### src/design/pqst_pkg.sv
// Package for the paren/quote/space tokenizer: scan modes, token kinds,
// special byte codes, result flags and byte classification functions.
package pqst_pkg;

    typedef enum logic [2:0] {
        MODE_IDLE  = 3'd0,
        MODE_WORD  = 3'd1,
        MODE_GROUP = 3'd2,
        MODE_DQ    = 3'd3,
        MODE_SQ    = 3'd4
    } t_mode;

    typedef enum logic [2:0] {
        KIND_NONE  = 3'd0,
        KIND_WORD  = 3'd1,
        KIND_GROUP = 3'd2,
        KIND_DQ    = 3'd3,
        KIND_SQ    = 3'd4
    } t_kind;

    localparam logic [7:0] CH_LPAREN = 8'h28;
    localparam logic [7:0] CH_RPAREN = 8'h29;
    localparam logic [7:0] CH_DQUOTE = 8'h22;
    localparam logic [7:0] CH_SQUOTE = 8'h27;
    localparam logic [7:0] CH_SPACE  = 8'h20;
    localparam logic [7:0] CH_TAB    = 8'h09;
    localparam logic [7:0] CH_CR     = 8'h0D;

    typedef struct packed {
        logic  ovf;
        logic  unterm;
        logic  ended;
        logic  close;
        logic  start;
        t_kind kind;
    } t_result;

    function automatic logic is_blank(input logic [7:0] c);
        return (c == CH_SPACE) || ((c >= CH_TAB) && (c <= CH_CR));
    endfunction

    function automatic logic ends_word(input logic [7:0] c);
        return is_blank(c) || (c == CH_LPAREN) || (c == CH_RPAREN) ||
               (c == CH_DQUOTE) || (c == CH_SQUOTE);
    endfunction

endpackage

### src/design/paren_quote_space_tokenizer_unit.sv
// Tokenizer top level: stream in, one marked byte out per byte in.
// Depends on pqst_pkg and pqst_step.
//
// Takes one byte per clock and returns it in the next cycle with its token
// kind and start/close/word-ended/unterminated/overflow flags. The scan mode
// and nesting depth are worked out combinationally by pqst_step, so a byte can
// be accepted on every clock; the one output register frees up in the same
// cycle it is taken, so throughput stays one byte per clock while the
// downstream side is ready. tlast on the input marks the end of a string and
// closes any open token. Depth saturates at MAX_NEST.
module paren_quote_space_tokenizer_unit import pqst_pkg::*; #(
    parameter int MAX_NEST = 255
) (
    input  logic       i_clk,
    input  logic       i_rst_n,
    input  logic       i_s_tvalid,
    output logic       o_s_tready,
    input  logic [7:0] i_s_tdata,  // [7:0] char_in
    input  logic       i_s_tlast,  // last_byte
    output logic       o_m_tvalid,
    input  logic       i_m_tready,
    output logic [7:0] o_m_tdata,  // [7:0] char_out
    output logic [7:0] o_m_tuser   // [2:0] token_kind, [3] token_start, [4] token_close,
                                   // [5] word_ended_before, [6] unterminated,
                                   // [7] depth_overflow
);

    localparam int DEPTH_W = $clog2(MAX_NEST + 1);

    t_mode              r_mode;
    t_mode              n_mode;
    logic [DEPTH_W-1:0] r_depth;
    logic [DEPTH_W-1:0] n_depth;
    t_result            n_res;
    t_result            r_res;
    logic [7:0]         r_char;
    logic               r_valid;
    logic               accept;

    pqst_step #(
        .MAX_NEST (MAX_NEST),
        .DEPTH_W  (DEPTH_W)
    ) u_step (
        .i_char  (i_s_tdata),
        .i_last  (i_s_tlast),
        .i_mode  (r_mode),
        .i_depth (r_depth),
        .o_mode  (n_mode),
        .o_depth (n_depth),
        .o_res   (n_res)
    );

    assign o_s_tready = !r_valid || i_m_tready;
    assign accept     = i_s_tvalid && o_s_tready;

    always_ff @(posedge i_clk) begin
        if (!i_rst_n) begin
            r_valid <= 1'b0;
            r_mode  <= MODE_IDLE;
            r_depth <= '0;
        end else if (accept) begin
            r_valid <= 1'b1;
            r_mode  <= n_mode;
            r_depth <= n_depth;
        end else if (i_m_tready) begin
            r_valid <= 1'b0;
        end
    end

    always_ff @(posedge i_clk) begin
        if (accept) begin
            r_char <= i_s_tdata;
            r_res  <= n_res;
        end
    end

    assign o_m_tvalid = r_valid;
    assign o_m_tdata  = r_char;
    assign o_m_tuser  = {r_res.ovf, r_res.unterm, r_res.ended, r_res.close,
                         r_res.start, r_res.kind};

endmodule

### src/design/pqst_step.sv
// One scan step of the tokenizer: classifies a byte against the current
// mode and depth, gives the next mode, next depth and the result flags.
// Depends on pqst_pkg.
module pqst_step import pqst_pkg::*; #(
    parameter int MAX_NEST = 255,
    parameter int DEPTH_W  = 8
) (
    input  logic [7:0]         i_char,
    input  logic               i_last,
    input  t_mode              i_mode,
    input  logic [DEPTH_W-1:0] i_depth,
    output t_mode              o_mode,
    output logic [DEPTH_W-1:0] o_depth,
    output t_result            o_res
);

    localparam logic [DEPTH_W-1:0] MAX_D = DEPTH_W'(MAX_NEST);
    localparam logic [DEPTH_W-1:0] ONE_D = DEPTH_W'(1);

    t_mode              eff_mode;
    t_mode              mode_a;
    t_mode              mode_b;
    logic               word_end;
    logic [DEPTH_W-1:0] dec_depth;

    always_comb begin
        case (i_mode)
            MODE_WORD, MODE_GROUP, MODE_DQ, MODE_SQ: eff_mode = i_mode;
            default:                                 eff_mode = MODE_IDLE;
        endcase
        word_end = (eff_mode == MODE_WORD) && ends_word(i_char);
        mode_a   = word_end ? MODE_IDLE : eff_mode;
        dec_depth = (i_depth != '0) ? i_depth - ONE_D : i_depth;
    end

    // next state
    always_comb begin
        mode_b  = mode_a;
        o_depth = i_depth;
        case (mode_a)
            MODE_IDLE: begin
                if (i_char == CH_LPAREN) begin
                    mode_b  = MODE_GROUP;
                    o_depth = ONE_D;
                end else if (i_char == CH_DQUOTE) begin
                    mode_b = MODE_DQ;
                end else if (i_char == CH_SQUOTE) begin
                    mode_b = MODE_SQ;
                end else if (is_blank(i_char) || (i_char == CH_RPAREN)) begin
                    mode_b = MODE_IDLE;
                end else begin
                    mode_b = MODE_WORD;
                end
            end
            MODE_GROUP: begin
                if ((i_char == CH_LPAREN) && (i_depth < MAX_D)) begin
                    o_depth = i_depth + ONE_D;
                end else if (i_char == CH_RPAREN) begin
                    o_depth = dec_depth;
                    if (dec_depth == '0) begin
                        mode_b = MODE_IDLE;
                    end
                end
            end
            MODE_DQ: begin
                if (i_char == CH_DQUOTE) begin
                    mode_b = MODE_IDLE;
                end
            end
            MODE_SQ: begin
                if (i_char == CH_SQUOTE) begin
                    mode_b = MODE_IDLE;
                end
            end
            default: mode_b = mode_a;
        endcase
        o_mode = i_last ? MODE_IDLE : mode_b;
        if (o_mode != MODE_GROUP) begin
            o_depth = '0;
        end
    end

    // outputs
    always_comb begin
        o_res       = '0;
        o_res.kind  = KIND_NONE;
        o_res.ended = word_end;
        case (mode_a)
            MODE_WORD: o_res.kind = KIND_WORD;
            MODE_IDLE: begin
                if (is_blank(i_char)) begin
                    o_res.kind = KIND_NONE;
                end else if (i_char == CH_LPAREN) begin
                    o_res.kind  = KIND_GROUP;
                    o_res.start = 1'b1;
                end else if (i_char == CH_DQUOTE) begin
                    o_res.kind  = KIND_DQ;
                    o_res.start = 1'b1;
                end else if (i_char == CH_SQUOTE) begin
                    o_res.kind  = KIND_SQ;
                    o_res.start = 1'b1;
                end else if (i_char == CH_RPAREN) begin
                    o_res.kind  = KIND_WORD;
                    o_res.start = 1'b1;
                    o_res.close = 1'b1;
                end else begin
                    o_res.kind  = KIND_WORD;
                    o_res.start = 1'b1;
                end
            end
            MODE_GROUP: begin
                o_res.kind = KIND_GROUP;
                if ((i_char == CH_LPAREN) && (i_depth >= MAX_D)) begin
                    o_res.ovf = 1'b1;
                end
                if ((i_char == CH_RPAREN) && (i_depth <= ONE_D)) begin
                    o_res.close = 1'b1;
                end
            end
            MODE_DQ: begin
                o_res.kind = KIND_DQ;
                if (i_char == CH_DQUOTE) begin
                    o_res.close = 1'b1;
                end
            end
            MODE_SQ: begin
                o_res.kind = KIND_SQ;
                if (i_char == CH_SQUOTE) begin
                    o_res.close = 1'b1;
                end
            end
            default: o_res.kind = KIND_NONE;
        endcase
        if (i_last) begin
            if (mode_b == MODE_WORD) begin
                o_res.close = 1'b1;
            end else if (mode_b != MODE_IDLE) begin
                o_res.close  = 1'b1;
                o_res.unterm = 1'b1;
            end
        end
    end

endmodule

### config.mk
export PLATFORM = sky130hd
export DESIGN_NAME = paren_quote_space_tokenizer_unit
export DESIGN_NICKNAME = d
export VERILOG_FILES = /design/src/design/pqst_pkg.sv /design/src/design/paren_quote_space_tokenizer_unit.sv /design/src/design/pqst_step.sv
export SDC_FILE = /design/constraint.sdc
export NUM_CORES = 1
export LEC_CHECK = 0
export BUFFER_PORTS_ARGS = -buffer_cell sky130_fd_sc_hd__buf_2
export CAP_MARGIN = 10
export CELL_PAD_IN_SITES_DETAIL_PLACEMENT = 0
export CELL_PAD_IN_SITES_GLOBAL_PLACEMENT = 1
export CORE_MARGIN = 2
export CORE_UTILIZATION = 38
export DETAILED_ROUTE_END_ITERATION = 8
export GPL_ROUTABILITY_DRIVEN = 0
export HOLD_SLACK_MARGIN = 0.06
export PLACE_DENSITY = 0.78
export SLEW_MARGIN = 30
export SYNTH_ARGS = -nofsm -noshare
export SYNTH_HDL_FRONTEND = slang
export SYNTH_SLANG_ARGS = --single-unit
### constraint.sdc
create_clock -name i_clk -period 2.59 [get_ports i_clk]
set_input_delay 0.259 -clock i_clk [delete_from_list [all_inputs] [get_ports i_clk]]
set_output_delay 0.259 -clock i_clk [all_outputs]
set_load 0.02 [all_outputs]
# Word-level counts from Yosys, hierarchy flattened
# Cells that the tools add are included.
[op_classes] bitwise=2 div=0 n_shift=0 muxes=40 n_mul=0 n_reduce_logical=24 n_lt_le_gt_ge=5 addsub=2 eq_ne=18
[op_table] cell="$eq 8x6->1 const B" count=5
[op_table] cell="$mux 8" count=5
[op_table] cell="$mux 3" count=13
[op_table] cell="$pmux 8 s2" count=1
[op_table] cell="$mux 1" count=15
[op_table] cell="$pmux 3 s5" count=1
[op_table] cell="$eq 3x1->1 const B" count=4
[op_table] cell="$eq 3x2->1 const B" count=4
[op_table] cell="$pmux 3 s4" count=1
[op_table] cell="$add 8x1->8 const B" count=1
[op_table] cell="$ge 8x4->1 const B" count=1
[op_table] cell="$ge 8x8->1 const B" count=1
[op_table] cell="$le 8x1->1 const B" count=1
[op_table] cell="$le 8x4->1 const B" count=1
[op_table] cell="$logic_not 8->1" count=1
[op_table] cell="$lt 8x8->1 const B" count=1
[op_table] cell="$mux 4" count=2
[op_table] cell="$reduce_bool 8->1" count=1
[op_table] cell="$sub 8x1->8 const B" count=1
[op_table] cell="$logic_or 1x1->1" count=7
[op_table] cell="$eq 3x3->1 const B" count=2
[op_table] cell="$logic_and 1x1->1" count=6
[op_table] cell="$reduce_bool 3->1" count=2
[op_table] cell="$ne 4x1->1 const B" count=1
[op_table] cell="11 further kinds" count=13
[word_totals] wordCells=101 n_memories=0 ramBits=0 latch_bits=0 in_bits=13 register_bits=28 mem_bits_ro=0

# Longest topological paths before layout
# Gate-level depths: netlist of the first run.
[depth] depth_word=17 ltp_mapped=10 ltp_nobuf=8

# Modules after synthesis
# Synthesis of the first run repeated with hierarchy kept, for this count alone.
[unflattened] hier_cells=253 area_unflattened_um2=2132.0
[modules_own_cells] module="pqst_step" area_per_inst_um2=1146.1 cells_each=184 n_inst=1 seq_area_each_um2=0.0
[modules_own_cells] module="paren_quote_space_tokenizer_unit" area_per_inst_um2=985.9 cells_each=69 n_inst=1 seq_area_each_um2=720.7

# Worst setup path after synthesis of the first run
# Ideal clock, no wire load.
[synth_timing] kind="register to register" start="register r_depth[0]" end="register r_depth[6]" setup_slack_ns=-0.091 arrival_time_ns=2.564 required_ns=2.473 path_stages_with_launch=10 path_buffers=2 path_cell_list="dfxtp_1 clkbuf_1 inv_1 ha_1 clkbuf_1 or4b_2 or3_1 and3_1 a211o_1 a22o_1"
[synth_via] elab_chain_cells=11 elab_cells_between_ends=21
[synth_lines] element="start, declared" line="paren_quote_space_tokenizer_unit.sv:32" rtl="logic [DEPTH_W-1:0] r_depth;"
[synth_lines] element="start signal, assigned" line="paren_quote_space_tokenizer_unit.sv:64" rtl="r_depth <= n_depth;"
[synth_lines] element="$sub 8x1->8 or $reduce_bool 8->1 (tied branches)" line="pqst_step.sv:33" rtl="dec_depth = (i_depth != '0) ? i_depth - ONE_D : i_depth;"
[synth_lines] element="$mux 8" line="pqst_step.sv:33"
[synth_lines] element="$logic_not 8->1" line="pqst_step.sv:60" rtl="if (dec_depth == '0) begin"
[synth_lines] element="$mux 3" line="pqst_step.sv:60"
[synth_lines] element="$mux 3" line="pqst_step.sv:58" rtl="end else if (i_char == CH_RPAREN) begin"
[synth_lines] element="$mux 3" line="pqst_step.sv:56" rtl="if ((i_char == CH_LPAREN) && (i_depth < MAX_D)) begin"
[synth_lines] element="$pmux 3 s4" line="pqst_step.sv:40" rtl="case (mode_a)"
[synth_lines] element="$mux 3" line="pqst_step.sv:77" rtl="o_mode = i_last ? MODE_IDLE : mode_b;"
[synth_lines] element="$ne 3x2->1" line="pqst_step.sv:78" rtl="if (o_mode != MODE_GROUP) begin"
[synth_lines] element="$ne 4x1->1 (no line) (tied with other cells)"
[synth_lines] element="$reduce_and 4->1 (no line)"
# Several ways; a longest one is shown, not always the timed one. The select of a mux whose other input is x is not followed.
# A chain may end at the register's enable or synchronous reset.

# Final worst setup path of the first run
[layout_timing] start="register r_depth[0]" end="register r_depth[0]"
# Same word-level chain as after synthesis.

==> impl_metrics.ini, run 1 <==
[timing]
fmaxAchievable_ghz = 0.414
hold_viol_final = 0
finalSetupViolCount = 0
rsz0062_at_grt = yes
relSlewSlack_pct = 55.8
tightestPinTransition_ns = 0.663
worst_clock_skew_ns = 0.00614
fin_tns_setup_ns = 0
final_max_slew_viol_count = 0
post-route-period-util_pct = 93.3
period_needed_ns = 2.42

[power_and_ir_drop]
ir_worst_vdd_uv = 217
leakagePower_nw = 0.942
powerDensity_mw_per_mm2 = 351

[clock_network]
post_cts_buffers = 0
clockBufferDepth = 2
numCtsBuffers = 3
ctsResizeCount = 0
cts.sinks = 28
cts_hold_buf = 0
insertion_delay_ns = 0.27
cts_htree_levels = 1
cts_tree = done
path_clk_slew_ns = 0.10
cts_root_buffer = clkbuf_8

[critical_path]
worst_setup_path_start_kind = flop
critPathKind = flop to flop
r2r_end = r_depth[0]
slowest_stage = or4b_2
slowest_delay_ns = 0.67
rrSetupSlack_ns = 0.17
r2r_start = r_depth[0]
reg2regPathDepth = 8
cp_data_arrival_time_ns = 2.57
cp_cell_sequence = inv_1 > ha_1 > or4b_2 > o2111ai_1 > o31ai_1 > nand3_1 > o31ai_1 > o41ai_1
worstPathMaxFanout = 5
crit_top_cell = o31ai_1
endpoint_kind = flop
cp.required_ns = 2.74
startpoint = r_depth[0]

[logic_synthesis]
yosys.area_share.simple_pct = 28.3
syn_area_mm2 = 0.00205
synth-adder-area-share_pct = 1.83
synth_nets = 262
synth_compound_area_share_pct = 27.5
ys.flop_type = edfxtp_1
synth_edf_count = 16
synth_area_per_cell_um2 = 8.32
syn_inst = 246
synth_xor_area_share_pct = 0.856
yosys-mux-area-fraction_pct = 0.979
postSynth.asyncResetShare_pct = 0
ys_seq_area_share_pct = 35.2
synth_top_family_by_area = simple AND/OR/NAND/NOR gates
synth_top_area_cell = edfxtp_1
synth_area_leaders = edfxtp_1 23%, dfxtp_1 12%, nor2_1 4.8%
ys_types = 60
yosysWarnings = 0
synth-seq-cells = 28
synth_top_area_share_pct = 23.5

[place]
placement.io_buffers = 30
dp_hpwl_um = 4030
dp_cells = 351

[finish]
n_antenna_cell = 0
fin_nets = 302
mostFrequentLayoutCells = 30 x buf_2, 26 x nor2_1, 23 x buf_4, 16 x nor3_1, 16 x edfxtp_1
final_common_cell = buf_2
drive_gt1_share_pct = 23.9
syn_to_final_growth_pct = 18.4
fin_util_pct = 47.1
fin_cells = 355

[detailed_routing]
avgViaCountPerCell = 5.68
wl_um = 5300
ant_nets = 0
drtPass1Iterations = 4
drc_errors = 0
vias = 2018
dr.first_iter.drc_count = 139
drt-wirelength-per-cell_um = 14.9

[global_route]
grt_pass1_wl_um = 8780
grtUsageMet1_pct = 25.3
gr-usage-met3_pct = 1.40
track_usage_pct = 18.1
grt_max_degree = 17
grt_pass1_vias = 1818
grt.overflow.total = 0
antenna_found_initial = 0
busiest_layer = met2
grtUsageMet2_pct = 30.2

[floorplan]
die-height_um = 77.4
die_area_mm2 = 0.00599
io_pins = 31
start_util_pct = 39.8
fp.dieW_um = 77.4
fp-row-count = 26
core_area_mm2 = 0.00514

[hold_path]
whs_endpoint = o_m_tdata[6]
hold_path_class = input port to flop
hold_start = i_s_tdata[6]
hold_path_depth = 1

[flow_run]
drv_cap = 0

[status]
status = complete, no violations
==> worst max path at each step <==
stage,cells after the start,endpoint,slack (ns)
2_1_floorplan,9,r_depth[6],0.03
3_3_place_gp,8,r_depth[1],0.14
3_5_place_dp,8,r_depth[0],0.11
4_1_cts,8,r_depth[0],0.13
5_1_grt,8,r_depth[0],-0.02
6_report,8,r_depth[0],0.17
==> logic make-up (layout without fill, tap and decap cells) <==
kind of cell / Yosys count / in the layout
buffers and inverters: 26 / 65
multiplexers: 2 / 2
AO/OA/AOI/OAI: 80 / 80
XOR/XNOR: 2 / 2
flip-flops: 28 / 28
AND/OR/NAND/NOR: 105 / 105
adder cells (fa/ha/maj): 3 / 3
==> flip-flops by register name, indices dropped and copies added (netlist names) <==
name and flops:
r_depth 8, r_mode 3, o_m_tuser 8, o_m_tvalid 1, o_m_tdata 8
==> through the flow <==
| step | total power, mW | setup slack (ns) | area, um^2 | hold WS [ns] |
|---|---|---|---|---|
| floorplan | 0.571 | 0.0323 | 2050 | 0.358 |
| finish | 0.849 | 0.172 | 2420 | 0.202 |
| detailed placement | 0.615 | 0.105 | 2380 | 0.489 |
| global route | 0.890 | -0.0184 | 2420 | 0.208 |
| global placement | 0.615 | 0.141 | 2380 | 0.486 |
| CTS | 0.855 | 0.127 | 2420 | 0.202 |
==> power by group <==
| group | leakage (nW) | total (mW) | internal (mW) | switching, mW |
|---|---|---|---|---|
| combinational | 0.668 | 0.112 | 0.0388 | 0.0731 |
| clock | 0.0231 | 0.245 | 0.106 | 0.139 |
| sequential | 0.251 | 0.493 | 0.487 | 0.00552 |
==> layout make-up <==
class / instances / area [um^2]
Timing Repair Buffer: 53 / 323
Sequential cell: 28 / 721
Inverter: 8 / 30.0
Fill cell: 539 / 2720
Tap cell: 70 / 87.6
Clock buffer: 3 / 41.3
Multi-Input combinational cell: 192 / 1220
Clock inverter: 1 / 3.75
==> critical path: cells and delay by family, from the launching register on <==
family,cells,cell delay [ns]
adder cells (fa/ha/maj),1,0.18
AND/OR/NAND/NOR,2,0.80
flip-flops,1,0.33
buffers and inverters,1,0.14
AO/OA/AOI/OAI,4,0.85
==> metal layers <==
| layer | up-vias | routed length, um |
|---|---|---|
| met2 | 47 | 2560 |
| met4 | 0 | 43 |
| li1 | 1032 | - |
| met1 | 937 | 2480 |
| met5 | - | 0 |
| met3 | 2 | 219 |
==> cell usage after synthesis, drive strengths merged, types with 3 or more instances <==
library cell	instances
a211o	3
a21o	3
a21oi	14
a22o	6
a31oi	5
and4b	3
buf	3
clkbuf	15
dfxtp	12
edfxtp	16
ha	3
inv	8
nand2	13
nand2b	4
nand3	8
nand4	3
nor2	26
nor2b	3
nor3	16
nor3b	5
o211ai	4
o21ai	16
o31ai	3
or3	9
No activity file was read; power rests on OpenSTA's default activity.
==> run 2: changes to the inputs <==
--- a/config.mk
+++ b/config.mk
@@ -11,10 +11,13 @@
 export CELL_PAD_IN_SITES_GLOBAL_PLACEMENT = 1
 export CORE_MARGIN = 2
 export CORE_UTILIZATION = 38
+export CTS_CLUSTER_DIAMETER = 30
 export DETAILED_ROUTE_END_ITERATION = 8
 export GPL_ROUTABILITY_DRIVEN = 0
+export GPL_TIMING_DRIVEN = 0
 export HOLD_SLACK_MARGIN = 0.06
 export PLACE_DENSITY = 0.78
+export REMOVE_ABC_BUFFERS = 1
 export SLEW_MARGIN = 30
 export SYNTH_ARGS = -nofsm -noshare
 export SYNTH_HDL_FRONTEND = slang
==> run 2 against run 1 <==
  * Register-to-register slack got worse by 0.06 ns
  * Clock power rose by 44%
  * Setup slack got worse by 0.060 ns
  * Design area fell by 3.6%
  * Final cell count fell by 6.5%
  * Critical path type unchanged
  * Critical endpoint is now r_depth[6]
  * Largest power group unchanged
==> impl_metrics.ini, run 2 (synthesis results as in run 1) <==
[status]
status = complete, no violations

[timing]
hold_slack_ns = 0.207
tightestPinTransition_ns = 0.747
worst_clock_skew_ns = 0.00632
post-route-period-util_pct = 95.7
fmaxAchievable_ghz = 0.404
setup_ws_ns = 0.112
finalSetupViolCount = 0
period_needed_ns = 2.48
final_max_slew_viol_count = 0
relSlewSlack_pct = 50.1
rsz0062_at_grt = no
hold_viol_final = 0

[critical_path]
critPathKind = flop to flop
slowest_delay_ns = 0.67
cp_cell_sequence = inv_2 > ha_4 > or4b_2 > or3_1 > and3_1 > a211o_1 > a22o_1
rrSetupSlack_ns = 0.11
cp.required_ns = 2.77
worst_setup_path_start_kind = flop
slowest_stage = or4b_2
worstPathMaxFanout = 14
cp_data_arrival_time_ns = 2.66
endpoint_kind = flop

[detailed_routing]
dr.first_iter.drc_count = 140
drtPass1Iterations = 5
avgViaCountPerCell = 5.71
wl_um = 5090
drc_errors = 0
vias = 1895
m1WireLength_um = 2610
ant_nets = 0
dr_wl_met2_um = 2290
route.met3.wl_um = 162
drt-wirelength-per-cell_um = 15.3
top_layer = met4

[floorplan]
fp.dieW_um = 77.4
die_area_mm2 = 0.00599
fp-row-count = 26
die-height_um = 77.4
core_area_mm2 = 0.00514
io_pins = 31
start_util_pct = 39.8

[power_and_ir_drop]
leakagePower_nw = 0.860
net-switching-power_mw = 0.228
comb_power_share_pct = 11.5
pwr-share-clk_pct = 36.9
seq_power_share_pct = 51.6
p_int_mw = 0.730
swShare_pct = 23.8
finalPower_mw = 0.957
ir_worst_vdd_uv = 179
powerDensity_mw_per_mm2 = 410

[clock_network]
cts_tree = done
cts_root_buffer = clkbuf_8
cts_htree_levels = 1
cts.sinks = 28
numCtsBuffers = 3
insertion_delay_ns = 0.28
clockBufferDepth = 2
post_cts_buffers = 0
path_clk_slew_ns = 0.11

[finish]
mostFrequentLayoutCells = 30 x buf_2, 26 x nor2_1, 16 x edfxtp_1, 15 x o21ai_0, 14 x nor3_1
syn_to_final_growth_pct = 14.1
final_common_cell = buf_2
fin_nets = 279
final_area_mm2 = 0.00233
n_antenna_cell = 0
drive_gt1_share_pct = 21.8

[global_route]
grt_pass1_wl_um = 8380
antenna_found_initial = 0
track_usage_pct = 17.1
grt_pass1_vias = 1679
grt.overflow.total = 0
grt_max_degree = 20

[place]
detailed_place.area_mm2 = 0.00220
dp_hpwl_um = 3620
place_ws_ns = -0.522
placement.io_buffers = 30

[flow_run]
drv_cap = 0

[hold_path]
hold_path_class = input port to flop
==> run 2: changes by cell type in the layout (fill, tap and decap cells not counted), moves of 2 or more <==
cell,previous run,this run
buf_4,23,0
dfxtp_1,12,10
dfxtp_2,0,2
inv_1,8,6
inv_2,0,2
nor3_1,16,14
==> run 2: metrics by stage <==
stage,cells,setup TNS (ns),utilization (%)
CTS,332,0,44.6
global placement,328,-3.95,42.9
detailed placement,328,-3.76,42.9
finish,332,0,45.4
floorplan,228,0,-
global route,332,0,45.4
==> run 2: worst max-delay path, delay by kind of cell, from the launching register on <==
kind | cells | cell delay (ns)
buffers and inverters | 1 | 0.14
adders and majority gates | 1 | 0.20
DFF | 1 | 0.42
and+or+nand+nor | 3 | 1.21
AOI/OAI and AO/OA | 2 | 0.41
==> run 2: area by class of cell <==
cell class              instances  area (um^2)
clock inverters                 1         30.0
repair buffers                 30          150
clock buffers                   3         41.3
well taps                      70         87.6
multi-input cells             192         1270
fillers                       532         2810
inverters                       8         30.0
flip-flops and latches         28          723
==> run 2: path summary, 6_finish.rpt <==
check / start / endpoint / cells past startpoint
max: r_depth[0] / r_depth[6] / 7
min: i_s_tvalid / o_m_tvalid / 3
max reg2reg: r_depth[0] / r_depth[6] / 7
min reg2reg: o_m_tvalid / o_m_tvalid / 2
==> run 2: what timing repair did <==
| item | CTS | global route |
|---|---|---|
| resized for setup | 4 | 10 |
| setup endpoints to repair | 10 | 10 |
| hold buffers | 0 | 0 |
| pin swaps | 0 | 0 |
| cloned | 0 | 0 |
==> run 2: power groups by stage <==
stage / sequential (mW) / clock [mW] / combinational [mW]
floorplan: 0.523 / 0 / 0.0417
global placement: 0.503 / 0 / 0.107
detailed placement: 0.504 / 0 / 0.108
CTS: 0.494 / 0.363 / 0.109
global route: 0.495 / 0.378 / 0.120
finish: 0.494 / 0.354 / 0.110
==> run 2: metal layers <==
metal,vias to the layer above,track usage (%)
met5,-,0
met4,0,4.64
met3,2,1.63
met2,40,25.7
met1,876,26.0
li1,977,-
==> run 3: changes to the inputs <==
--- a/config.mk
+++ b/config.mk
@@ -5,12 +5,13 @@
 export SDC_FILE = /design/constraint.sdc
 export NUM_CORES = 1
 export LEC_CHECK = 0
+export ABC_AREA = 1
 export BUFFER_PORTS_ARGS = -buffer_cell sky130_fd_sc_hd__buf_2
 export CAP_MARGIN = 10
 export CELL_PAD_IN_SITES_DETAIL_PLACEMENT = 0
 export CELL_PAD_IN_SITES_GLOBAL_PLACEMENT = 1
 export CORE_MARGIN = 2
-export CORE_UTILIZATION = 38
+export CORE_UTILIZATION = 37
 export CTS_CLUSTER_DIAMETER = 30
 export DETAILED_ROUTE_END_ITERATION = 8
 export GPL_ROUTABILITY_DRIVEN = 0
@@ -18,6 +19,7 @@
 export HOLD_SLACK_MARGIN = 0.06
 export PLACE_DENSITY = 0.78
 export REMOVE_ABC_BUFFERS = 1
+export SETUP_SLACK_MARGIN = 0.5
 export SLEW_MARGIN = 30
 export SYNTH_ARGS = -nofsm -noshare
 export SYNTH_HDL_FRONTEND = slang
==> run 3 against run 2 <==
  * Register-to-register slack improved by 0.43 ns
  * Setup slack improved by 0.43 ns
  * Clock power increased by 2%
  * Sequential power increased by 6.9%
  * Combinational power increased to 3.5 times the previous value
  * Global-route usage decreased by 1.1 points
  * Critical endpoint is now r_depth[0]
  * Synthesized area increased by 2.8%
  * First-iteration DRC count decreased by 47%
  * Final cell count increased by 19%
  * Core utilization increased by 1.9 points
==> impl_metrics.ini, run 3 <==
[logic_synthesis]
yosysMostFrequentCell = nand2_1
syn_inst = 283
ys_types = 38
syn_area_mm2 = 0.00210
synth_area_per_cell_um2 = 7.43
synth_edf_count = 16
ys_seq_area_share_pct = 34.3
synth_common_cells = 62 x nand2_1, 45 x nor2_1, 33 x inv_1
synth_area_leaders = edfxtp_1 23%, dfxtp_1 11%, nand2_1 11%
synth_top_area_share_pct = 22.9
synth_top_area_cell = edfxtp_1
yosysWarnings = 0
postSynth.asyncResetShare_pct = 0
synth-seq-cells = 28
ys.flop_type = edfxtp_1

[detailed_routing]
drtPass1Iterations = 4
ant_nets = 0
avgViaCountPerCell = 4.93
drt-wirelength-per-cell_um = 12.8
route.met3.wl_um = 253
dr_wl_met2_um = 2380
top_layer = met4
drc_errors = 0
vias = 1944
dr.first_iter.drc_count = 74
m1WireLength_um = 2380
wl_um = 5040

[global_route]
track_usage_pct = 16.0
antenna_found_initial = 0
grt_pass1_vias = 1748
grt.overflow.total = 0
grt_pass1_wl_um = 8010
grt_max_degree = 27

[place]
dp_hpwl_um = 3700
detailed_place.area_mm2 = 0.00231
placement.io_buffers = 30

[critical_path]
rrSetupSlack_ns = 0.54
r2r_end = r_depth[0]
cp.required_ns = 2.77
reg2regPathDepth = 17
cp.buffers_inverters = 2
worstPathMaxFanout = 7
r2r_start = r_depth[1]
cp_num_cells = 17
crit_family = simple AND/OR/NAND/NOR gates
critPathKind = flop to flop
cp_cell_sequence = inv_4 > ha_4 > nand2_4 > inv_4 > nand2_8 > o21ai_4 > nand3_2 > nor2_2 > nand3_2 > nand2_2 > nand3_4 > nand2_4 > nor2_8 > nand3_4 > nand3_1 > nand2_1 > nor2_2
slowest_delay_ns = 0.38
slowest_stage = dfxtp_4
endpoint_kind = flop
cp_data_arrival_time_ns = 2.23
worst_setup_path_start_kind = flop

[power_and_ir_drop]
finalPower_mw = 1.28
ir_worst_vdd_uv = 328
comb_power_share_pct = 30.5
net-switching-power_mw = 0.425
pwr-share-clk_pct = 28.2
powerDensity_mw_per_mm2 = 491
p_int_mw = 0.852
seq_power_share_pct = 41.3
leakagePower_nw = 1.18
swShare_pct = 33.3

[timing]
fmaxAchievable_ghz = 0.488
tightestPinTransition_ns = 0.925
worst_clock_skew_ns = 0.0169
finalSetupViolCount = 0
hold_viol_final = 0
relSlewSlack_pct = 38.3
post-route-period-util_pct = 79.2
period_needed_ns = 2.05
final_max_slew_viol_count = 0
rsz0062_at_grt = yes
fin_tns_setup_ns = 0

[finish]
n_antenna_cell = 0
syn_to_final_growth_pct = 23.9
drive_gt1_share_pct = 37.6
fin_nets = 339
final_area_mm2 = 0.00260
final_common_cell = nand2_1
mostFrequentLayoutCells = 57 x nand2_1, 42 x nor2_1, 30 x buf_2, 29 x inv_1, 16 x edfxtp_1
n_fill_cell = 560

[clock_network]
cts_tree = done
numCtsBuffers = 3
cts_htree_levels = 1
path_clk_slew_ns = 0.11
insertion_delay_ns = 0.29
cts.sinks = 28
cts_hold_buf = 0
clockBufferDepth = 2
cts_root_buffer = clkbuf_8

[floorplan]
start_util_pct = 38.2
die-height_um = 79.4
io_pins = 31
fp-row-count = 27
fp.dieW_um = 79.4
die_area_mm2 = 0.00630
core_area_mm2 = 0.00551

[status]
status = complete, no violations

[hold_path]
hold_start = i_s_tdata[4]
hold_path_depth = 1
whs_endpoint = o_m_tdata[4]
hold_path_class = input port to flop

[flow_run]
drv_cap = 0
run 3: changes by cell type after synthesis, sizes merged, moves of 4 or more:
cell	delta
o21ai	-4
or3	-9
a22o	-6
nand2b	-4
inv	+35
nor2	+34
a31oi	-4
clkbuf	-15
nand2	+59
nand3	+17
nor3	-13
nor3b	-5
run 3: power groups by stage:
stage | registers, mW | clock network (mW) | logic, mW
global placement | 0.535 | 0 | 0.315
CTS | 0.526 | 0.370 | 0.328
global route | 0.531 | 0.389 | 0.429
finish | 0.528 | 0.360 | 0.390
detailed placement | 0.535 | 0 | 0.317
floorplan | 0.554 | 0 | 0.218
run 3: worst max-delay path by stage:
stage / from / end
global placement: r_depth[0] / r_depth[5]
detailed placement: r_depth[0] / r_depth[5]
finish: r_depth[1] / r_depth[0]
floorplan: r_depth[0] / o_m_tuser[4]
CTS: r_depth[0] / r_depth[2]
global route: r_depth[1] / r_depth[1]
run 3: worst register-to-register path, stage by stage, from the launching register on:
cell	delay, ns
dfxtp_4	0.38
inv_4	0.08
ha_4	0.17
nand2_4	0.09
inv_4	0.10
nand2_8	0.08
o21ai_4	0.09
nand3_2	0.10
nor2_2	0.10
nand3_2	0.08
nand2_2	0.08
nand3_4	0.11
nand2_4	0.13
nor2_8	0.05
nand3_4	0.09
nand3_1	0.08
nand2_1	0.11
nor2_2	0.03
run 3: logic make-up (layout without fill, tap and decap cells):
| group | Yosys count | after routing | share of synthesized area (%) |
|---|---|---|---|
| simple gates | 170 | 170 | 44.3 |
| buf+inv | 47 | 86 | 9.29 |
| compound gates | 33 | 33 | 9.52 |
| flops | 28 | 28 | 34.3 |
| fa+ha+maj | 3 | 3 | 1.79 |
| xor+xnor | 2 | 2 | 0.833 |
run 3: final cells by class:
| class | count | area, um^2 | area share [%] |
|---|---|---|---|
| clock inverters | 1 | 30.0 | 1.15 |
| repair buffers | 39 | 218 | 8.36 |
| flip-flops and latches | 28 | 741 | 28.4 |
| inverters | 43 | 171 | 6.58 |
| well taps | 72 | 90.1 | 3.46 |
| clock buffers | 3 | 41.3 | 1.59 |
| multi-input cells | 208 | 1310 | 50.4 |
run 3: metal layers:
| layer | up-vias | global-route usage [%] |
|---|---|---|
| met5 | - | 0 |
| met4 | 0 | 3.97 |
| met3 | 4 | 2.71 |
| met1 | 889 | 21.4 |
| met2 | 47 | 26.9 |
| li1 | 1004 | - |
run 3: repair_timing:
item,CTS,global route
setup buffers,1,8
resized for setup,14,32
endpoints found under the setup margin,11,10
pin swaps,1,6
run 3: stage by stage:
step | util [%] | std cells | setup WS [ns] | hold WS [ns]
6_report | 47.3 | 394 | 0.540 | 0.157
5_1_grt | 47.3 | 394 | 0.359 | 0.162
4_1_cts | 44.1 | 386 | 0.495 | 0.160
3_5_place_dp | 42.0 | 381 | 0.148 | 0.462
3_3_place_gp | 42.0 | 381 | 0.164 | 0.456
2_1_floorplan | - | 279 | 0.530 | 0.358
